[src/design/rmq_sqrt_cell.sv]
// ---------------------------------------------------------------------------
// rmq_sqrt_cell
// One digit of a restoring integer square root; hands its state onward.
// ---------------------------------------------------------------------------
module rmq_sqrt_cell #(
    parameter int SW = 18,
    parameter int PW = 8
) (
    input  logic            i_clk,
    input  logic            i_rst_n,
    input  logic            i_en,
    input  logic            i_valid,
    input  logic [2*SW-1:0] i_x,
    input  logic [SW+1:0]   i_rem,
    input  logic [SW-1:0]   i_root,
    input  logic [PW-1:0]   i_pay,
    output logic            o_valid,
    output logic [2*SW-1:0] o_x,
    output logic [SW+1:0]   o_rem,
    output logic [SW-1:0]   o_root,
    output logic [PW-1:0]   o_pay
);

    logic [SW+3:0] n_tmp;
    logic [SW+3:0] n_trial;
    logic          n_ge;

    always_comb begin
        n_tmp   = {i_rem, i_x[2*SW-1 -: 2]};
        n_trial = {2'b00, i_root, 2'b01};
        n_ge    = (n_tmp >= n_trial);
    end

    always_ff @(posedge i_clk) begin
        if (!i_rst_n) begin
            o_valid <= 1'b0;
        end else if (i_en) begin
            o_valid <= i_valid;
        end
    end

    always_ff @(posedge i_clk) begin
        if (i_en) begin
            o_x   <= {i_x[2*SW-3:0], 2'b00};
            o_pay <= i_pay;
            if (n_ge) begin
                o_rem  <= (SW+2)'(n_tmp - n_trial);
                o_root <= {i_root[SW-2:0], 1'b1};
            end else begin
                o_rem  <= (SW+2)'(n_tmp);
                o_root <= {i_root[SW-2:0], 1'b0};
            end
        end
    end

endmodule

[config.mk]
export PLATFORM = sky130hd
export DESIGN_NAME = rmq_sqrt_cell
export DESIGN_NICKNAME = d
export VERILOG_FILES = /design/src/design/rmq_sqrt_cell.sv
export SDC_FILE = /design/constraint.sdc
export NUM_CORES = 1
export LEC_CHECK = 0
export BUFFER_PORTS_ARGS = -buffer_cell sky130_fd_sc_hd__buf_2
export CAP_MARGIN = 20
export CORE_MARGIN = 5
export CORE_UTILIZATION = 49
export DETAILED_ROUTE_END_ITERATION = 10
export PLACE_DENSITY = 0.82
export SKIP_LAST_GASP = 1
export SLEW_MARGIN = 20
export SYNTH_ARGS = -nofsm -noshare
export SYNTH_HDL_FRONTEND = slang
export SYNTH_SLANG_ARGS = --single-unit
[constraint.sdc]
create_clock -name i_clk -period 6.5 [get_ports i_clk]
set_input_delay 0.325 -clock i_clk [delete_from_list [all_inputs] [get_ports i_clk]]
set_output_delay 0.325 -clock i_clk [all_outputs]
set_load 0.005 [all_outputs]
After elaboration in Yosys (flattened, before gate mapping)
Cells that the tools add are included.

Word-level logic and storage cells: 9. Output and inout port bits: 83. Flip-flop bits (word level): 81.

$add $sub $neg: 1. Muxes and demuxes: 2. $lt $le $gt $ge: 1.

Operators with widths (count): $ge 22x20->1 (1); $mux 20 (1); $sub 20x20->20 (1); $mux 1 (1).

Depth between registers and ports, before layout
Gate-level depths: netlist of run 1.

Depth after elaboration: 2. Mapped depth: 10. Mapped depth without buffers: 8.

Worst setup path after synthesis of run 1
OpenSTA, ideal clock, no wires.

Path type: input port to flip-flop. From: input i_root[10]. To: register o_rem[12] (data pin). Arrival: 2.211 ns. Path slack: 4.029 ns. Cell stages on the path: 9. Library setup time: 0.260 ns. Required time: 6.240 ns. Cells stage by stage: inv_1 -> ha_1 -> a21oi_1 -> a21boi_0 -> a311o_2 -> a21oi_2 -> a211o_4 -> buf_6 -> mux2_4.

Cells in the longest elaborated chain, start to end: 2.

Ends and longest elaborated chain: from (decl) (RTL line 15) `input logic [SW-1:0] i_root,`; $sub 20x20->20 or $ge 22x20->1 (tied branches) (RTL line 47, 31); $mux 20 * (RTL line 46) `if (n_ge) begin`; to (signal assigned) (RTL line 47) `o_rem <= (SW+2)'(n_tmp - n_trial);`; to (signal assigned) (RTL line 50) `o_rem <= (SW+2)'(n_tmp);`; to (decl) (RTL line 19) `output logic [SW+1:0] o_rem,`.

Every way passes the cells marked *; elsewhere a longest branch is shown, timed or not. A chain may end at the register's enable or synchronous reset.

Worst setup path after layout of run 1
From: input i_root[7]. To: register o_rem[19] (data pin).

Same word-level chain as after synthesis.

==> results of run 1 <==
[final cells by class]
cell class | count | area, um2 | share of cell area, %
flip-flops and latches | 81 | 2420 | 48.0
multi-input cells | 167 | 1360 | 27.0
repair buffers | 166 | 833 | 16.5
well taps | 102 | 128 | 2.53
clock buffers | 9 | 124 | 2.46
inverters | 26 | 97.6 | 1.94
clock inverters | 7 | 77.6 | 1.54
[worst paths after layout]
path	start	end	depth (start not counted)
max	i_root[7]	o_rem[19]	9
min	i_pay[4]	o_pay[4]	1
max reg2reg	o_valid	o_valid	2
min reg2reg	o_valid	o_valid	2
[logic make-up after synthesis]
family	Yosys count
AO/OA/AOI/OAI	53
XOR/XNOR	18
adder cells (fa/ha/maj)	20
buffers and inverters	32
flip-flops	81
multiplexers	21
other	1
AND/OR/NAND/NOR	53
[layout by cell type, fill, tap and decap left out, drive strengths merged, types with 6 or more instances in the layout]
| cell type | n |
|---|---|
| a21oi | 17 |
| nor2 | 15 |
| nand2 | 12 |
| xnor2 | 8 |
| xor2 | 10 |
| clkbuf | 9 |
| nand3 | 6 |
| mux2 | 18 |
| inv | 28 |
| ha | 20 |
| edfxtp | 80 |
| o21ai | 9 |
| nor4 | 6 |
| buf | 166 |
[flip-flops by register name (all words and copies together) (netlist names)]
name,count
o_root,18
o_pay,8
o_rem,20
o_valid,1
o_x,34
[cells in the mapped netlist (all sizes together) (2+ instances only)]
cell and n:
nand3 6, nor2b 2, o21ai 9, ha 20
xnor2 8, a31oi 2, mux2i 3, o211ai 2
o31ai 3, edfxtp 80, nor4 6, xor2 10
a21oi 17, a211oi 5, mux2 18, inv 26
nand2 12, a221oi 2, buf 5, nor2 15
o21a 4, nor3 5
[metal layers]
| layer | vias up | global-route usage [%] |
|---|---|---|
| met4 | 0 | 7.04 |
| met3 | 19 | 6.45 |
| met1 | 1393 | 21.4 |
| met5 | - | 0 |
| li1 | 1385 | - |
| met2 | 161 | 34.9 |
[stage by stage]
stage,instance area [um2],instances,util (%),hold slack (ns)
floorplan,3930,280,-,0.424
global placement,4840,542,62.3,0.496
detailed placement,4840,542,62.3,0.503
CTS,5040,558,64.9,0.126
global route,5040,558,64.9,0.116
finish,5040,558,64.9,0.141
[power breakdown]
group / leakage, uW / internal (uW) / switching [uW]
sequential: 0.000791 / 639 / 13.3
combinational: 0.00136 / 138 / 139
clock: 0.0000954 / 181 / 194
total: 0.00224 / 958 / 346
==> impl_results.md, run 1 <==
* Status: completed
* RePlAce Congestion at about 0.9
* Largest family of logic cells by synthesized area: compound AO/OA/AOI/OAI gates
* Vias/cell at approximately 5.3
* Fraction of registers with async set/reset at 0%
* CP Max Fanout at 21
* WP data required at approximately 6.6 ns
* Row count at 32
* Largest net degree at the start of global routing at 82
* P&R area growth vs syn at 28.4%
* Library cells used by synthesis at 50
* Via count at around 3000
* First-pass detailed-route iteration total at 4
* Place WS at between 3 and 4 ns
* Delay-heaviest family, CP: compound AO/OA/AOI/OAI gates
* DR WL met2 at between 5000 and 6000 um
* Crit-path max cell delay at 0.44 ns
* WS Path Type: in -> reg
* Worst setup EP type: flop
* Initial DRC count at about 130
* DR DRC count at 0
* Ys flop type: edfxtp_1
* Post-Synth Adder-Cell Area at roughly 6.4%
* Reg2reg setup slack at between 5 and 6 ns
* Die Width at ~100 um
* Core Area at just under 8000 um2
* Top post-synthesis cells by area: edfxtp_1 61%, mux2_4 6.5%, ha_1 6.4%, inv_1 2.5%, xor2_1 2.2%
* ANT cells at 0
* Tot GR Track Use at roughly a fifth
* Die ar. at 9910 um2
* Power per standard cell area at roughly 260 nW/um2
* Post-synthesis sequential area ratio at approximately three fifths
* I/O pin total at ~170
* Met3 WL post-DR at slightly below 1000 um
* Slowest CP cell: a311o_2
* EDFF count, synth at 80
* Initial antenna violation count at 0
* TritonCTS buffer count at 9
* Unrepaired setup endpoints after global routing: false
* Post-route antenna net violation count at 0
* CTS Buffer Depth at 2
* Max-cap violations at 0
* Share of the synthesized area in the top cell type at about 61%
* # nets final at about 560
* Total Power at between 1000 and 1500 uW
* WL met1 at between 3000 and 4000 um
* Clk slew on worst S/H paths at 0.08 ns
* Leak Pwr at 0.00224 uW
* Final Hold Viols at 0
* Count of buffer and inverter cells on the critical path at 2
* Final Max Tran Viols at 0
* Clock Tree Root: clkbuf_8
* Total clock sinks at slightly above 80
* Critical path, cell by cell: buf_2, inv_1, ha_1, a21oi_1, o21ai_1, a311o_2, a21oi_2, a211o_4, mux2_2
* Worst Hold Class: in -> reg
* Simple logic cell fraction of the synthesized area at 7.07%
* Worst-margin pin slew at 0.992 ns
* DP HPWL at roughly 8000 um
* Setup_tns at 0 ns
* Initial core utilization at 50.6%
* Total number of yosys warnings at 0
* Flops & latches, synth at 81
* Worst vdd ir at 0.0995 mV
* Final Skew at 0 ns
* Critical path startpoint category: input port
* Grt ovf at 0
* Filler cells at just over 600
* Worst skew pair latency at between 0.3 and 0.4 ns
* Layout cells sized above 1 at a little under half
* Vias in the first global route at ~3000
* Highest Clock Rate at 394 MHz
* Avg Cell Area, Syn at 14.1 um2
* Final Worst Setup Slack at 3.96 ns
* Final setup vio count at 0
* Clock period minus worst slack at roughly 2.5 ns
* Mapped Area at between 3000 and 4000 um2
* Worst slew margin at ~34%
* Complex-gate fraction of the synthesized area at under 10%
* CTS Hold Bufs at 0
* First-pass GRT wire length at between 10000 and 15000 um
* Fraction of synthesized cell area in xor and xnor cells at under 10%
* Max layer used: met4
* Die Y at 99.5 um
* PortBufs at about 170
* Post-cts resize count at 0
* H-tree levels at 3
* Setup Fix Bufs, Post-CTS at 0
* Multiplexer area fraction after synthesis at 7.55%
* CP arrival at approximately 2.7 ns
* Tcrit/Tclk final at roughly two fifths
* Wire per inst at ~18 um
* Final wirelength at around 10000 um
* Leading area contributor after synthesis: edfxtp_1
* Post-Syn Instances at 279
* CTS tree: done
Note: power is estimated with default switching activity, not from simulation.
==> run 2: changes to the inputs <==
--- a/config.mk
+++ b/config.mk
@@ -8,9 +8,9 @@
 export BUFFER_PORTS_ARGS = -buffer_cell sky130_fd_sc_hd__buf_2
 export CAP_MARGIN = 20
 export CORE_MARGIN = 5
-export CORE_UTILIZATION = 49
+export CORE_UTILIZATION = 48
 export DETAILED_ROUTE_END_ITERATION = 10
-export PLACE_DENSITY = 0.82
+export PLACE_DENSITY = 0.81
 export SKIP_LAST_GASP = 1
 export SLEW_MARGIN = 20
 export SYNTH_ARGS = -nofsm -noshare
==> constraint.sdc (replaced) <==
create_clock -name i_clk -period 2.65 [get_ports i_clk]
set_input_delay 0.1325 -clock i_clk [delete_from_list [all_inputs] [get_ports i_clk]]
set_output_delay 0.1325 -clock i_clk [all_outputs]
set_load 0.005 [all_outputs]
==> run 2 against run 1 <==
Effect of this change:
- via count grew 16%
- critical endpoint is now o_rem[17]
- clock power grew to 2.7 times the previous value
- clock skew stayed put
- largest cell class unchanged
- combinational power increased to 3.0 times the previous value
- cell count grew 13%
==> impl_results.md, run 2 (same netlist as run 1, synthesis figures left out) <==
* Most frequent cells in the layout: 165 x buf_2, 80 x edfxtp_1, 60 x dlygate4sd3_1, 26 x inv_1, 19 x ha_1
* Worst Hold Class: in -> reg
* Final Hold Viols at 0 (unchanged)
* Filler cells at 515 (-15%)
* Die Y at 100 um (+0.93%)
* Post-route antenna net violation count at 0 (unchanged)
* I/O pin total at 169 (unchanged)
* Initial DRC count at 328 (+150%)
* Leak Pwr at 0.00257 uW (+15%)
* WS Path Type: in -> reg
* H-tree levels at 3 (unchanged)
* Power per standard cell area at 594 nW/um2 (+130%)
* Vias/cell at 5.43 (+2.4%)
* Biggest register: o_x
* CTS Buffer Depth at 2 (unchanged)
* Status: completed
* Die ar. at 10100 um2 (+1.9%)
* Tightest hold margin at 0.0894 ns (-0.0516 ns)
* Via count at 3419 (+16%)
* Max-cap violations at 0 (unchanged)
* Critical path, cell by cell: dlygate4sd3_1, buf_2, inv_1, ha_1, a21oi_1, o22ai_1, o31ai_1, o311ai_0, xor2_1, mux2_4
* CTS tree: done
* Multi-input logic area at 1440 um2 (+6.0%)
* Slowest CP cell: dlygate4sd3_1
* Net Switching at 929 uW (+170%)
* Highest Clock Rate at approximately 380 MHz
* First-pass detailed-route iteration total at 5 (+1)
* P&R area growth vs syn at 47.8%
* Largest registers: o_x (34), o_rem (20), o_root (18)
* Commonest non-fill, non-tap cell in the layout: buf_2
* Final setup vio count at 0 (unchanged)
* Setup Fix Bufs, Post-CTS at 0 (unchanged)
* Combined flip-flop and latch cell area at 2420 um2 (unchanged)
* DR DRC count at 0 (unchanged)
* # nets final at 627 (+13%)
* Largest register FFs at 34 (unchanged)
* Crit-path max cell delay at 0.51 ns (+0.07 ns)
* Worst slew margin at 17.4% (-16 points)
* Reg power frac at 46.7% (-3.3 points)
* Final wirelength at 12900 um (+28%)
* Comb pwr share at 23.8% (+2.5 points)
* Initial core utilization at 48.5% (-2.0 points)
* Unrepaired setup endpoints after global routing: true
* PortBufs at 166 (unchanged)
* Count of buffer and inverter cells on the critical path at 3 (+1)
* Core Area at 8090 um2 (+4.2%)
* Worst setup EP type: flop
* Sw frac at 26.9% (+0.38 points)
* CP arrival at 2.75 ns (+0.10 ns)
* RePlAce Congestion at 0.889 (-0.49%)
* Initial antenna violation count at 0 (unchanged)
* Worst vdd ir at 0.254 mV (+160%)
* Final Max Tran Viols at 0 (unchanged)
* TritonCTS buffer count at 9 (unchanged)
* Vias in the first global route at 3406 (+15%)
* Worst-margin pin slew at 1.23 ns (+0.235 ns)
* Clock period minus worst slack at ~2.6 ns
* Wire per inst at 20.4 um (+13%)
* First-pass GRT wire length at 18800 um (+26%)
* Worst skew pair latency at 0.35 ns (about the same)
* ANT cells at 0 (unchanged)
* Clk slew on worst S/H paths at 0.09 ns (about the same)
* Clock Tree Root: clkbuf_8
* WP data required at 2.77 ns (-3.84 ns)
* Layout cells sized above 1 at 42.5% (-3.1 points)
* Clock share of power at 29.6% (+0.9 points)
* Setup_tns at 0 ns (unchanged)
* Tot GR Track Use at 24.8% (+5.3 points)
* Tcrit/Tclk final at between 90 and 100%
* Row count at 33 (+3.1%)
* Die Width at 100 um (+0.93%)
* Largest net degree at the start of global routing at 49 (-40%)
* DP HPWL at 7690 um (-3.7%)
* Critical path startpoint category: input port
* Internal power at 2520 uW (+160%)
* Final Skew at 0 ns (unchanged)
* Delay-heaviest family, CP: compound AO/OA/AOI/OAI gates
* Total clock sinks at 81 (unchanged)
* CP Max Fanout at 4 (-81%)
* Grt ovf at 0 (unchanged)
## run 2: stage by stage
step	setup slack, ns	power (uW)	cells	area [um2]	util, %
after floorplan	0.371	2020	280	3930	-
after global placement	0.129	2300	552	4910	60.7
after detailed placement	0.0370	2320	552	4910	60.7
after CTS	0.0109	3380	627	5720	70.7
after global routing	-0.0343	3600	630	5810	71.7
final	0.0107	3450	630	5810	71.7
## run 2: metal layers
metal | vias to the layer above | global-route usage (%) | part of all wire, % | routed length [um]
met1 | 1608 | 28.1 | 37 | 4710
li1 | 1538 | - | - | -
met3 | 38 | 7.47 | 10 | 1280
met5 | - | 0 | 0 | 0
met2 | 235 | 44.8 | 51 | 6550
met4 | 0 | 7.56 | 2.6 | 334
## run 2: worst paths after layout
kind         slack [ns]   endpoint  startpoint  cells past startpoint
max reg2reg        1.97    o_valid     o_valid                      2
max                0.01  o_rem[17]   i_root[1]                     10
min                0.09   o_rem[7]    i_rem[5]                      2
min reg2reg        0.60    o_valid     o_valid                      2
## run 2: repair_timing
item	CTS	global route
hold buffers	60	0
hold endpoints to repair	60	0
gates resized for setup	0	9
setup endpoints to repair	0	20
## run 2: cell type report
cell class	instances	share of cell area [%]
clock inverter	6	1.55
timing repair buffer	233	25.8
clock buffer	9	2.13
sequential	81	41.7
tap	105	2.26
multi-input combinational	170	24.8
inverter	26	1.68
## run 2: power groups by stage
stage / sequential [uW] / clock [uW] / combinational, uW
after floorplan: 1650 / 0 / 373
after global placement: 1620 / 0 / 673
after detailed placement: 1630 / 0 / 691
after CTS: 1600 / 1020 / 766
after global routing: 1620 / 1100 / 884
final: 1610 / 1020 / 819
==> run 3: changes to the inputs <==
--- a/config.mk
+++ b/config.mk
@@ -7,10 +7,12 @@
 export LEC_CHECK = 0
 export BUFFER_PORTS_ARGS = -buffer_cell sky130_fd_sc_hd__buf_2
 export CAP_MARGIN = 20
+export CELL_PAD_IN_SITES_DETAIL_PLACEMENT = 0
+export CELL_PAD_IN_SITES_GLOBAL_PLACEMENT = 1
 export CORE_MARGIN = 5
-export CORE_UTILIZATION = 48
+export CORE_UTILIZATION = 37
 export DETAILED_ROUTE_END_ITERATION = 10
-export PLACE_DENSITY = 0.81
+export PLACE_DENSITY_LB_ADDON = 0.1
 export SKIP_LAST_GASP = 1
 export SLEW_MARGIN = 20
 export SYNTH_ARGS = -nofsm -noshare
==> run 3 against run 2 <==
Effect of this change:
- design area rose by 1.3%
- critical endpoint is now o_rem[6]
- largest cell class unchanged
- sequential share of layout area shrank 0.52 points
- sequential power about the same
==> impl_results.md, run 3 (same netlist as run 1, synthesis figures left out) <==
* Post-route antenna net violation count at 0 (unchanged)
* Final Hold Viols at 0 (unchanged)
* Die Width at 113 um (+13%)
* CP arrival at 2.65 ns (-0.10 ns)
* Leak Pwr at 0.00259 uW (+0.78%)
* Layout cells sized above 1 at 43.3% (+0.86 points)
* Total Power at 3300 uW (-4.2%)
* I/O pin total at 169 (unchanged)
* Most frequent cells in the layout: 165 x buf_2, 80 x edfxtp_1, 60 x dlygate4sd3_1, 26 x inv_1, 18 x ha_1
* Worst skew pair latency at 0.35 ns (about the same)
* P&R area growth vs syn at 49.7%
* Biggest register: o_x
* Final Max Tran Viols at 0 (unchanged)
* H-tree levels at 3 (unchanged)
* Commonest non-fill, non-tap cell in the layout: buf_2
* Final wirelength at 10000 um (-22%)
* Total clock sinks at 81 (unchanged)
* # nets final at 634 (+1.1%)
* First-pass GRT wire length at 16000 um (-15%)
* Via count at 3053 (-11%)
* First-pass detailed-route iteration total at 4 (-1)
* Worst setup EP type: flop
* Clk slew on worst S/H paths at 0.09 ns (about the same)
* ANT cells at 0 (unchanged)
* Die Y at 113 um (+13%)
* RePlAce Congestion at 0.805 (-9.5%)
* TritonCTS buffer count at 9 (unchanged)
* Worst vdd ir at 0.279 mV (+10%)
* Largest register FFs at 34 (unchanged)
* Initial antenna violation count at 0 (unchanged)
* Initial core utilization at 38.0% (-10 points)
* Unrepaired setup endpoints after global routing: false
* DP HPWL at 7550 um (-1.8%)
* Setup_tns at 0 ns (unchanged)
* Core Area at 10300 um2 (+28%)
* CTS tree: done
* Final Skew at 0 ns (unchanged)
* Clock period minus worst slack at 2.54 ns (-0.0971 ns)
* Grt ovf at 0 (unchanged)
* CTS Buffer Depth at 2 (unchanged)
* WS Path Type: in -> reg
* Status: completed
* Critical path startpoint category: input port
* Wire per inst at 15.0 um (-27%)
* PortBufs at 166 (unchanged)
* Vias/cell at 4.56 (-16%)
* Highest Clock Rate at 393 MHz (+3.8%)
* DR DRC count at 0 (unchanged)
* Tot GR Track Use at 15.9% (-8.9 points)
* Clock Tree Root: clkbuf_8
* Max-cap violations at 0 (unchanged)
* WP data required at 2.76 ns (about the same)
* Final setup vio count at 0 (unchanged)
* CP Max Fanout at 10 (+6)
* Initial DRC count at 138 (-58%)
* Largest net degree at the start of global routing at 52 (+6.1%)
* Tcrit/Tclk final at 95.9% (-3.7 points)
* Die ar. at 12800 um2 (+27%)
* Row count at 37 (+12%)
* Largest registers: o_x (34), o_rem (20), o_root (18)
* Power per standard cell area at 562 nW/um2 (-5.4%)
* Worst Hold Class: in -> reg
* Vias in the first global route at 3206 (-5.9%)
## run 3: final timing paths
kind	from	endpoint	slack (ns)	depth (start not counted)
setup / recovery	i_root[8]	o_rem[6]	0.11	10
hold / removal	i_valid	o_valid	0.06	3
setup reg to reg	o_valid	o_valid	2.05	2
hold reg to reg	o_valid	o_valid	0.54	2
## run 3: cell type report
cell class / instances / area [um2]
Clock inverter: 6 / 65.1
Fill cell: 889 / 4450
Inverter: 26 / 97.6
Tap cell: 136 / 170
Sequential cell: 81 / 2420
Multi-Input combinational cell: 167 / 1380
Timing Repair Buffer: 243 / 1610
Clock buffer: 10 / 128
## run 3: metal layers
metal  vias up  wire [um]  GRT usage, %
met5         -          0             0
met1      1389       4460          19.9
met2       116       4660          26.6
met3        12        758          4.65
met4         0        133          4.81
li1       1536          -             -
## run 3: per-stage QoR
step | cell area (um2) | cells | hold slack [ns] | util (%) | setup WS (ns)
floorplan | 3930 | 280 | 0.231 | - | 0.371
global placement | 5040 | 592 | 0.309 | 48.8 | 0.00955
detailed placement | 5040 | 592 | 0.311 | 48.8 | 0.0475
CTS | 5830 | 668 | 0.0383 | 56.5 | 0.00572
global route | 5880 | 669 | 0.0611 | 56.9 | 0.00645
finish | 5880 | 669 | 0.0637 | 56.9 | 0.108
## run 3: power breakdown
part / switching (uW) / internal, uW / total [uW]
Clock: 472 / 440 / 911
Sequential: 30.9 / 1570 / 1600
Combinational: 352 / 443 / 795
Total: 854 / 2450 / 3300
## run 3: timing repair
action / 4_1_cts / 5_1_grt
gates resized for setup: 0 / 7
endpoints found under the hold margin: 60 / 0
buffers inserted: 0 / 1
hold buffers: 60 / 0
endpoints found under the setup margin: 0 / 14
## run 3: worst max-delay path, cell delays in order
cell	delay [ns]
dlygate4sd3_1	0.54
buf_2	0.11
inv_1	0.04
ha_2	0.38
nand2_1	0.12
nor4_4	0.34
a21oi_1	0.12
a211o_4	0.39
buf_12	0.17
mux2_4	0.29
