File: config.mk
export PLATFORM = sky130hd
export DESIGN_NAME = rmq_div_cell
export DESIGN_NICKNAME = d
export VERILOG_FILES = /design/src/design/rmq_pkg.sv /design/src/design/rmq_div_cell.sv
export SDC_FILE = /design/constraint.sdc
export NUM_CORES = 1
export LEC_CHECK = 0
export ABC_AREA = 1
export BUFFER_PORTS_ARGS = -buffer_cell sky130_fd_sc_hd__buf_2
export CAP_MARGIN = 0
export CORE_AREA = 4 4 210 212
export DETAILED_ROUTE_END_ITERATION = 6
export DIE_AREA = 0 0 214 216
export GPL_TIMING_DRIVEN = 1
export PLACE_DENSITY = 0.66
export SLEW_MARGIN = 10
export SYNTH_ARGS = -nofsm -noshare
export SYNTH_HDL_FRONTEND = slang
export SYNTH_SLANG_ARGS = --single-unit
File: constraint.sdc
create_clock -name i_clk -period 2.5 [get_ports i_clk]
set_clock_uncertainty 0.2 [all_clocks]
set_input_delay 0.5 -clock i_clk [delete_from_list [all_inputs] [get_ports i_clk]]
set_output_delay 0.5 -clock i_clk [all_outputs]
set_load 0.01 [all_outputs]
File: src/design/rmq_pkg.sv
// ---------------------------------------------------------------------------
// rmq_pkg
// Shared types and codes for the rotation matrix to quaternion unit.
// ---------------------------------------------------------------------------
package rmq_pkg;

    localparam int ELEM_W = 16;
    localparam int N_ELEM = 9;
    localparam int N_COMP = 4;
    // magnitude of a sum or difference of two elements
    localparam int MAG_W  = ELEM_W + 1;

    typedef logic [1:0] t_branch;

    localparam t_branch BR_TRACE = 2'd0;
    localparam t_branch BR_M00   = 2'd1;
    localparam t_branch BR_M11   = 2'd2;
    localparam t_branch BR_M22   = 2'd3;

    // branch and the sign of each of the three divided lanes
    typedef struct packed {
        t_branch    branch;
        logic [2:0] neg;
    } t_side;

    localparam int SIDE_W = $bits(t_side);

endpackage

File: src/design/rmq_div_cell.sv
// ---------------------------------------------------------------------------
// rmq_div_cell
// One quotient bit of restoring division for three lanes sharing a divisor.
// ---------------------------------------------------------------------------
module rmq_div_cell #(
    parameter int SW = 18,
    parameter int NW = 32
) (
    input  logic            i_clk,
    input  logic            i_rst_n,
    input  logic            i_en,
    input  logic            i_valid,
    input  logic [SW-1:0]   i_s,
    input  rmq_pkg::t_side  i_side,
    input  logic [NW-1:0]   i_num [3],
    input  logic [SW-1:0]   i_rem [3],
    input  logic [NW-1:0]   i_quot [3],
    output logic            o_valid,
    output logic [SW-1:0]   o_s,
    output rmq_pkg::t_side  o_side,
    output logic [NW-1:0]   o_num [3],
    output logic [SW-1:0]   o_rem [3],
    output logic [NW-1:0]   o_quot [3]
);

    logic [SW:0] n_t  [3];
    logic [2:0]  n_ge;

    always_comb begin
        for (int k = 0; k < 3; k++) begin
            n_t[k]  = {i_rem[k], i_num[k][NW-1]};
            n_ge[k] = (n_t[k] >= {1'b0, i_s});
        end
    end

    always_ff @(posedge i_clk) begin
        if (!i_rst_n) begin
            o_valid <= 1'b0;
        end else if (i_en) begin
            o_valid <= i_valid;
        end
    end

    always_ff @(posedge i_clk) begin
        if (i_en) begin
            o_s    <= i_s;
            o_side <= i_side;
            for (int k = 0; k < 3; k++) begin
                o_num[k]  <= {i_num[k][NW-2:0], 1'b0};
                o_quot[k] <= {i_quot[k][NW-2:0], n_ge[k]};
                o_rem[k]  <= n_ge[k] ? SW'(n_t[k] - {1'b0, i_s}) : SW'(n_t[k]);
            end
        end
    end

endmodule

# Word-level counts from Yosys, hierarchy flattened
# Cells that the tools add are included.
# word_totals
word_cells,22
in_bits,273
reg_bits,267
# op_classes
n_addsub,3
n_mux,3
n_lt_le_gt_ge,3
# ops
cell,n
$ge 19x18->1,3
$mux 18,3
$sub 18x18->18,3

# Depth between registers and ports, before layout
# Gate-level depths: netlist of run 1.
# depth
depth_word,2
depth_mapped,14
ltp_nobuf,14

# Worst setup path before layout of run 1
# OpenSTA, ideal clock, no wires.
# synth_timing
kind,in2reg
startpoint,input port i_num[63] (netlist name)
endpoint,"register o_rem[30] (netlist name), data pin"
cell_stages,13
path_buffers,0
t_arrival_ps,1842
slack_ps,204
required_time_ps,2047
path_cell_list,inv_1 -> ha_1 -> inv_1 -> fa_1 -> nand2_1 -> nand2_1 -> and2_1 -> nand2_1 -> nand2_1 -> nand2_1 -> nand3b_1 -> nand3_1 -> nand2_1
# synth_via
elab_chain_len,2
elab_cells_between_ends,3
# synth_lines
element,line,source
"start, declared",rmq_div_cell.sv:15,"input logic [NW-1:0] i_num [3],"
$sub 18x18->18 or $ge 19x18->1 (tied branches),"rmq_div_cell.sv:51, rmq_div_cell.sv:32",
$mux 18 (*),rmq_div_cell.sv:51,"o_rem[k] <= n_ge[k] ? SW'(n_t[k] - {1'b0, i_s}) : SW'(n_t[k]);"
"end signal, assigned by index",rmq_div_cell.sv:51,
"end, declared",rmq_div_cell.sv:22,"output logic [SW-1:0] o_rem [3],"
# Every way passes the cells marked *; elsewhere a longest branch is shown, timed or not.
# A chain may end at the register's enable or synchronous reset.

# Final worst setup path of run 1
# layout_timing
startpoint,input port i_s[4]
endpoint,"register o_rem[29] (netlist name), data pin"
# layout_via
elab_chain_len,2
elab_cells_between_ends,3
# layout_lines
element,line,source
"start, declared",rmq_div_cell.sv:13,"input logic [SW-1:0] i_s,"
$sub 18x18->18 or $ge 19x18->1 (tied branches),"rmq_div_cell.sv:51, rmq_div_cell.sv:32",
$mux 18 (*),rmq_div_cell.sv:51,
# Marks and branches as above.

==> flow_summary.json, run 1 <==
{
  "run_status": "finished clean",
  "wl_per_cell_um": 21.1,
  "wirelength_um": 55400,
  "postCtsSetupBuffers": 0,
  "cp.arrival_ns": 2.54,
  "io_buffers": 536,
  "synth-compound-area-share_pct": 2.04,
  "regToRegSetupSlack_ns": 1.02,
  "area_growth_pct": 62.6,
  "layout_common_cells": "535 x buf_2, 335 x nand2_1, 266 x edfxtp_1",
  "leakagePower_nw": 9.63,
  "dp_slack_ns": -0.382,
  "synth-adder-area-share_pct": 5.89,
  "worstHoldStart": "i_s[11]",
  "gp_congestion": 0.944,
  "avgSynthCellArea_um2": 11.3,
  "end_kind": "register",
  "die_area_mm2": 0.0462,
  "ioPinCount": 543,
  "drt_iter0_markers": 994,
  "maxSlewViolCount": 0,
  "tritoncts": "yes",
  "ys_ff_latch": 267,
  "synthDistinctLibCells": 34,
  "rows": 75,
  "avgViaCountPerCell": 4.57,
  "cts.repair.resized": 0,
  "path_cells": "buf_2, inv_1, ha_1, nand2_1, nor2_1, nand4_1, nor3_2, nor2_2, nand3_1, nand2_1",
  "vias": 11997,
  "grt_pass1_vias": 12185,
  "setup_ws_ns": 0.215,
  "root_buffer": "clkbuf_16",
  "setup_viol": 0,
  "rsz0062_at_grt": "no",
  "synth_area_leaders": "edfxtp_1 64%, nand2_1 10%, ha_1 5.4%, inv_1 3.3%, nand3_1 3.1%",
  "numCtsBuffers": 30,
  "remaining_drc_errors": 0,
  "worstRegToRegCells": 3,
  "dpl-instance-area_mm2": 0.0172,
  "fin_crit_ns": 2.29,
  "synth_top_family_by_area": "simple AND/OR/NAND/NOR gates",
  "cts.clk_slew.worst_paths_ns": 0.06,
  "clock_path_buffers": 3,
  "synthXorXnorAreaFrac_pct": 1.68,
  "synth_top_area_share_pct": 63.9,
  "vdd_drop_max_v": 0.000501,
  "yosys_warnings": 0,
  "synth_seq_area_share_pct": 64.1,
  "synth_area_leader_cell": "edfxtp_1",
  "postRouteAntennaNets": 0,
  "r2r-end": "o_valid",
  "worst_setup_path_start_kind": "primary input",
  "core-area_mm2": 0.0419,
  "worst_path_max_delay_cell": "nor2_2",
  "muxShareOfSynthArea_pct": 0,
  "cp_max_fo": 17,
  "setup-tns-final_ns": 0,
  "overflow": 0,
  "layout_commonest_cell": "buf_2",
  "chipHeight_um": 216,
  "crit_path_max_incr_delay_ns": 0.79,
  "grt_use_total_pct": 22.9,
  "drive_gt1_share_pct": 40.0,
  "grt_start_max_net_pins": 60,
  "hold_violations": 0,
  "rr_startpoint": "o_valid",
  "worst_pin_slew_ns": 1.05,
  "start_util_pct": 29.8,
  "ctsHoldBuffers": 209,
  "cts_htree_levels": 1,
  "fmax_mhz": 438,
  "fin_crit_sh_pct": 91.4,
  "die-width_um": 214,
  "synthSimpleGateAreaFrac_pct": 21.5,
  "dpl.hpwl_um": 43100,
  "max_cap_violations": 0,
  "grt_pass1_wl_um": 79400,
  "clock_sinks": 267,
  "synthCells": 1107,
  "critPathRequiredTime_ns": 2.75,
  "crit_type": "primary input to register",
  "holdPathStages": 2,
  "cp_common_cell": "nand2_1",
  "firstDrtPassIters": 5,
  "hold_class": "primary input to register",
  "clock_latency_ns": 0.58,
  "syn_area_mm2": 0.0125,
  "antenna_found_initial": 22,
  "power_density_mw_per_mm2": 640,
  "slew_headroom_pct": 29.8,
  "fin_area_mm2": 0.0203,
  "whs_endpoint": "o_s[11]",
  "final_nets": 2383
}
==> worst max path at each step <==
stage                    from         to  slack [ns]
global route           i_s[4]  o_rem[29]        0.06
finish                 i_s[4]  o_rem[29]        0.21
detailed placement     i_s[5]  o_rem[29]       -0.38
CTS                    i_s[5]  o_rem[29]        0.22
global placement       i_s[5]  o_rem[29]       -0.37
floorplan           i_num[63]  o_rem[30]        0.20
==> cell type report <==
cell class                      instances  area, µm²
Antenna cell                           10       25.0
Clock buffer                           36        773
Clock inverter                         20        228
Fill cell                            3829      21600
Inverter                              119        447
Multi-Input combinational cell        708       3900
Sequential cell                       267       8010
Tap cell                              539        674
Timing Repair Buffer                  927       6260
==> state kept, by name (all words and copies together) (netlist names) <==
signal,count
o_quot,96
o_num,93
o_rem,54
o_s,18
o_side,5
o_valid,1
==> logic make-up (layout without fill, tap and decap cells) <==
family                   count (synthesis)  after routing
adder cells (fa/ha/maj)                 57             57
XOR/XNOR                                24             24
flip-flops                             267            267
AO/OA/AOI/OAI                           42             42
AND/OR/NAND/NOR                        582            582
buffers and inverters                  134           1102
other                                    1             13
==> report_power, final <==
group | switching (mW) | internal [mW]
logic | 1.59 | 1.32
clock network | 1.91 | 2.63
registers | 0.129 | 5.43
==> metal layers <==
layer  vias up  part of all wire (%)  GRT usage [%]
met1      5678                    38           26.1
met2       503                    47           37.8
met4        20                   7.0           14.0
li1       5652                     -              -
met5         -                  0.21           1.77
met3       144                   7.6           6.91
==> critical path: cells and delay by family <==
family / cells / cell delay, ns
fa+ha+maj: 1 / 0.30
simple gates: 7 / 1.37
buf+inv: 2 / 0.33
==> synthesized netlist by cell type, drive strengths merged <==
cell	count
nand3b	26
o21bai	3
fa	3
ha	54
nor2	79
xnor2	1
nor3	11
nand2	353
inv	119
nand3	99
or2	6
a21oi	30
nand4	5
and2	3
xor2	23
dfxtp	1
o21ai	9
conb	1
buf	15
edfxtp	266
==> per-stage QoR <==
stage | util (%) | cells | hold WS (ns) | power, mW
2_1_floorplan | - | 1109 | 0.355 | 6.75
3_3_place_gp | 41.0 | 2351 | 0.382 | 8.24
3_5_place_dp | 41.0 | 2351 | 0.375 | 8.26
4_1_cts | 48.4 | 2616 | 0.00168 | 13.1
5_1_grt | 48.4 | 2623 | 0.0118 | 13.6
6_report | 48.4 | 2626 | 0.0313 | 13.0
Note: power is estimated with default switching activity, not from simulation.
==> run 2: changes to the inputs <==
--- a/config.mk
+++ b/config.mk
@@ -9,10 +9,11 @@
 export BUFFER_PORTS_ARGS = -buffer_cell sky130_fd_sc_hd__buf_2
 export CAP_MARGIN = 0
 export CORE_AREA = 4 4 210 212
+export CTS_CLUSTER_DIAMETER = 120
+export CTS_CLUSTER_SIZE = 12
 export DETAILED_ROUTE_END_ITERATION = 6
 export DIE_AREA = 0 0 214 216
 export GPL_TIMING_DRIVEN = 1
-export PLACE_DENSITY = 0.66
 export SLEW_MARGIN = 10
 export SYNTH_ARGS = -nofsm -noshare
 export SYNTH_HDL_FRONTEND = slang
==> run 2 against run 1 <==
  * Sequential power hardly changed
  * Clock power decreased by 19%
  * Critical endpoint is now o_rem[9]
  * Cell area fell by 1.5%
  * Largest power group unchanged
  * Global-route usage is 0.49 points lower
==> flow_summary.json, run 2 (same netlist as run 1, synthesis figures left out) <==
{
  "run_status": "finished clean",
  "die-width_um": 214,
  "multi_input_area_mm2": 0.00391,
  "rsz0062_at_grt": "no",
  "dpl.hpwl_um": 41800,
  "die_area_mm2": 0.0462,
  "worst_pin_slew_ns": 0.733,
  "cp.arrival_ns": 2.49,
  "crit_path_end": "o_rem[9]",
  "cp_max_fo": 9,
  "hold_violations": 0,
  "core-area_mm2": 0.0419,
  "critPathRequiredTime_ns": 2.72,
  "postRouteAntennaNets": 0,
  "numCtsBuffers": 26,
  "rr_startpoint": "o_valid",
  "fin_area_mm2": 0.0200,
  "utilization_pct": 47.7,
  "seqCellArea_mm2": 0.00801,
  "rows": 75,
  "drt_iter0_markers": 778,
  "regToRegSetupSlack_ns": 1.58,
  "gp_congestion": 0.931,
  "overflow": 0,
  "fin_crit_sh_pct": 90.9,
  "dpl-instance-area_mm2": 0.0172,
  "end_kind": "register",
  "firstDrtPassIters": 5,
  "remaining_drc_errors": 0,
  "largest_register": "o_quot",
  "start_util_pct": 29.8,
  "layout_commonest_cell": "buf_2",
  "vdd_drop_max_v": 0.000477,
  "grt_start_max_net_pins": 66,
  "wl_per_cell_um": 20.7,
  "clock_path_buffers": 3,
  "clock_latency_ns": 0.54,
  "worstRegToRegCells": 2,
  "cts_htree_levels": 1,
  "crit_start": "i_s[16]",
  "largestRegisters": "o_quot: 96 flops, o_num: 93 flops, o_rem: 54 flops",
  "maxSlewViolCount": 0,
  "crit_type": "primary input to register",
  "root_buffer": "clkbuf_16",
  "fin_crit_ns": 2.27,
  "grt_pass1_wl_um": 78200,
  "cts.clk_slew.worst_paths_ns": 0.06,
  "r2r-end": "o_valid",
  "largest_reg_flops": 96,
  "final_nets": 2366,
  "layout_common_cells": "535 x buf_2, 335 x nand2_1, 266 x edfxtp_1",
  "clock_sinks": 267,
  "area_growth_pct": 60.3,
  "avgViaCountPerCell": 4.55,
  "grt_pass1_vias": 12106,
  "chipHeight_um": 216,
  "fillCellCount": 3823,
  "power_density_mw_per_mm2": 604,
  "fin_total_pwr_mw": 12.1,
  "antenna_found_initial": 15,
  "max_cap_violations": 0,
  "drive_gt1_share_pct": 39.5,
  "slew_headroom_pct": 51.1,
  "grt_use_total_pct": 22.4,
  "vias": 11798,
  "tritoncts": "yes",
  "setup_viol": 0,
  "worst_setup_path_start_kind": "primary input",
  "fmax_mhz": 440,
  "leakagePower_nw": 9.47,
  "io_buffers": 536,
  "wirelength_um": 53700,
  "hold_class": "primary input to register",
  "ioPinCount": 543
}
-- run 2: cell types whose count changed in the layout (fill, tap and decap cells not counted), sizes merged --
cell	change
clkinvlp	-1
dlygate4sd3	-3
clkinv	-11
bufinv	-4
clkbuf	+2
buf	-10
inv	-2
diode	-2
-- run 2: worst max-delay path, cell delays in order --
cell,delay (ns)
buf_2,0.11
inv_1,0.22
buf_4,0.16
ha_1,0.28
nand2_1,0.09
nand2_1,0.07
nand2_1,0.06
nand2_1,0.08
a21oi_2,0.55
buf_12,0.20
nand3_1,0.07
nand2_1,0.08
-- run 2: worst min path at each step --
| stage | from | endpoint | slack, ns | depth (start not counted) |
|---|---|---|---|---|
| final | i_valid | o_valid | 0.04 | 3 |
| after global placement | o_valid | o_valid | 0.34 | 2 |
| after detailed placement | o_valid | o_valid | 0.37 | 2 |
| after CTS | i_s[11] | o_s[11] | 0.004 | 2 |
| after global routing | i_s[11] | o_s[11] | 0.01 | 2 |
| after floorplan | o_valid | o_valid | 0.36 | 2 |
-- run 2: report_power, final --
| part | switching (mW) | internal [mW] | leakage, nW |
|---|---|---|---|
| Clock | 1.75 | 1.92 | 0.348 |
| Combinational | 1.56 | 1.32 | 6.51 |
| Sequential | 0.121 | 5.42 | 2.61 |
-- run 2: repair_timing --
action                     in CTS  in global routing
setup endpoints to repair       0                  1
resized for setup               0                  1
hold buffers                  206                  0
hold endpoints to repair      206                  0
setup buffers                   0                  0
-- run 2: through the flow --
stage               TNS, ns  hold slack (ns)  std cells  setup slack [ns]
global route              0           0.0109       2592            0.0894
detailed placement   -15.78            0.371       2341            -0.434
global placement     -14.88            0.341       2341            -0.383
finish                    0           0.0360       2595             0.227
CTS                       0          0.00361       2587             0.164
floorplan                 0            0.355       1109             0.204
-- run 2: metal layers --
layer | vias to the layer above | share of wire, % | track usage [%]
li1 | 5603 | - | -
met1 | 5600 | 38 | 25.2
met2 | 471 | 49 | 38.5
met3 | 114 | 7.1 | 6.23
met4 | 10 | 6.3 | 12.4
met5 | - | 0.13 | 0
-- run 2: final cells by class --
class                      count  share of cell area, %
antenna                        8                  0.100
clock buffer                  38                   3.47
clock inverter                 2                  0.137
inverter                     119                   2.23
multi-input combinational    708                   19.5
sequential                   267                   40.0
tap                          539                   3.37
timing repair buffer         914                   31.2
==> run 3: changes to the inputs <==
==> constraint.sdc (replaced) <==
create_clock -name i_clk -period 2.1 [get_ports i_clk]
set_clock_uncertainty 0.2 [all_clocks]
set_input_delay 0.42 -clock i_clk [delete_from_list [all_inputs] [get_ports i_clk]]
set_output_delay 0.42 -clock i_clk [all_outputs]
set_load 0.01 [all_outputs]
==> run 3 against run 2 <==
  * The run now ends with negative setup slack left
  * First-iteration DRC count up 18%
  * Flip-flop and latch count is the same
  * Global-route usage up 2.2 points
  * Worst hold slack got worse by 0.011 ns
  * Combinational power up 35%
  * Cell area is 7.1% higher
  * Routed wire length rose by 13%
  * Setup slack lost 0.23 ns
  * Sequential power up 19%
  * Total power is 23% higher
  * Clock-buffer cell count decreased by 1
  * Via count up 6.9%
  * Largest cell class unchanged
  * Largest power group unchanged
  * Highest routed layer unchanged
==> flow_summary.json, run 3 (same netlist as run 1, synthesis figures left out) <==
{
  "grt_pass1_vias": 12578,
  "largestRegisters": "o_quot: 96 flops, o_num: 93 flops, o_rem: 54 flops",
  "leakagePower_nw": 9.92,
  "worstRegToRegCells": 3,
  "antenna_found_initial": 14,
  "cp.arrival_ns": 2.21,
  "dpl-instance-area_mm2": 0.0175,
  "regToRegSetupSlack_ns": 0.66,
  "slew_headroom_pct": 64.0,
  "tritoncts": "yes",
  "fin_area_mm2": 0.0214,
  "wirelength_um": 60500,
  "wl_per_cell_um": 22.6,
  "grt_use_total_pct": 24.6,
  "dpl.hpwl_um": 46000,
  "max_cap_violations": 0,
  "hold_violations": 0,
  "cts_htree_levels": 1,
  "fillCellCount": 3736,
  "cp_max_fo": 6,
  "maxSlewViolCount": 0,
  "postRouteAntennaNets": 0,
  "numCtsBuffers": 26,
  "gp_congestion": 0.963,
  "avgViaCountPerCell": 4.72,
  "overflow": 0,
  "clock_sinks": 267,
  "worst_pin_slew_ns": 0.538,
  "chipHeight_um": 216,
  "r2r-end": "o_valid",
  "firstDrtPassIters": 5,
  "root_buffer": "clkbuf_16",
  "clock_path_buffers": 3,
  "clkPwrFrac_pct": 29.2,
  "power_density_mw_per_mm2": 693,
  "fin_crit_sh_pct": 100,
  "ioPinCount": 543,
  "seq_power_share_pct": 44.6,
  "crit_path_max_incr_delay_ns": 0.30,
  "core-area_mm2": 0.0419,
  "worstHoldStart": "i_rem[14]",
  "crit_start": "i_s[14]",
  "layout_commonest_cell": "buf_2",
  "use_met2_pct": 44.0,
  "run_status": "complete, but fails checks",
  "swShare_pct": 29.1,
  "worst_setup_path_start_kind": "primary input",
  "die-width_um": 214,
  "vdd_drop_max_v": 0.000520,
  "pwr-share-comb_pct": 26.2,
  "busiest_layer": "met2",
  "fin_hold_ws_ns": 0.0254,
  "io_buffers": 536,
  "rr_startpoint": "o_valid",
  "hold_class": "primary input to register",
  "met1_usage_pct": 29.5,
  "die_area_mm2": 0.0462,
  "rsz0062_at_grt": "yes",
  "critPathRequiredTime_ns": 2.21,
  "crit_path_end": "o_quot[32]",
  "drive_gt1_share_pct": 45.3,
  "utilization_pct": 51.1,
  "vias": 12608,
  "fmax_mhz": 474,
  "area_growth_pct": 71.6,
  "remaining_drc_errors": 0,
  "clock_latency_ns": 0.56,
  "setup-tns-final_ns": -0.00946,
  "final_nets": 2448,
  "violations": "negative setup slack",
  "rows": 75,
  "use_met3_pct": 5.51,
  "grt_pass1_wl_um": 85800,
  "grt_start_max_net_pins": 55,
  "layout_common_cells": "533 x buf_2, 294 x nand2_1, 266 x edfxtp_1",
  "end_kind": "register",
  "largest_register": "o_quot",
  "setup_viol": 2,
  "setup_ws_ns": -0.00829,
  "worst_path_max_delay_cell": "ha_1",
  "fin_crit_ns": 2.11,
  "crit_type": "primary input to register",
  "start_util_pct": 29.8,
  "largest_reg_flops": 96,
  "path_cells": "buf_2, inv_1, buf_12, ha_1, buf_4, a21oi_4, nand2_2, a21oi_2, nand4_1, buf_6, buf_6, buf_4",
  "internal_power_mw": 10.5,
  "cts.clk_slew.worst_paths_ns": 0.06,
  "drt_iter0_markers": 915,
  "switchingPower_mw": 4.33
}
-- run 3: cell types whose count changed in the layout (fill, tap and decap cells not counted), moves of 7 or more --
cell           change
nand2_1           -41
buf_4             +35
nand2_2           +35
dlygate4sd3_1     +29
ha_1              -24
ha_4              +22
buf_6             +16
nor2_1            -11
nand3_1           -10
nand3_2           +10
nor2_2             +9
a21oi_1            -8
inv_1              -7
-- run 3: per-stage QoR --
| step | instances | power (mW) | setup WS, ns |
|---|---|---|---|
| 4_1_cts | 2651 | 14.7 | -0.0234 |
| 3_3_place_gp | 2377 | 9.94 | -0.709 |
| 3_5_place_dp | 2377 | 9.95 | -0.711 |
| 6_report | 2672 | 14.9 | -0.00829 |
| 5_1_grt | 2671 | 15.5 | -0.0693 |
| 2_1_floorplan | 1109 | 8.05 | -0.0731 |
-- run 3: power groups by stage --
stage / Sequential [mW] / Combinational, mW / Clock, mW
floorplan: 6.98 / 1.07 / 0
global placement: 6.72 / 3.22 / 0
detailed placement: 6.71 / 3.24 / 0
CTS: 6.62 / 3.64 / 4.43
global route: 6.66 / 4.17 / 4.65
finish: 6.62 / 3.90 / 4.34
-- run 3: area by class of cell --
type | instances | area [µm²] | share of cell area, %
Clock inverter | 2 | 27.5 | 0.128
Multi-Input combinational cell | 710 | 4560 | 21.3
Inverter | 119 | 458 | 2.14
Antenna cell | 4 | 10.0 | 0.0467
Timing Repair Buffer | 994 | 7010 | 32.7
Tap cell | 539 | 674 | 3.15
Sequential cell | 267 | 8010 | 37.3
Clock buffer | 37 | 692 | 3.23
-- run 3: worst max-delay path, delay by kind of cell --
kind / cells / cell delay (ns)
adders and majority gates: 1 / 0.30
AOI/OAI and AO/OA: 2 / 0.36
buffers and inverters: 7 / 0.88
and+or+nand+nor: 2 / 0.25
-- run 3: repair_timing --
action / in CTS / in global routing
endpoints found under the setup margin: 32 / 54
gates resized for setup: 5 / 141
hold buffers: 235 / 0
pin swaps: 0 / 38
setup buffers: 0 / 12
endpoints found under the hold margin: 234 / 0
gates cloned: 0 / 5
-- run 3: worst min path at each step --
stage / to / depth (start not counted) / slack, ns
after CTS: o_rem[34] / 3 / 0.003
after global routing: o_rem[15] / 3 / 0.02
after detailed placement: o_valid / 2 / 0.36
after floorplan: o_valid / 1 / 0.31
final: o_rem[15] / 3 / 0.03
after global placement: o_valid / 2 / 0.33
-- run 3: layer usage --
metal	up-vias	part of all wire [%]
met5	-	0.17
li1	5767	-
met3	119	7.4
met1	6120	39
met4	16	4.0
met2	586	50
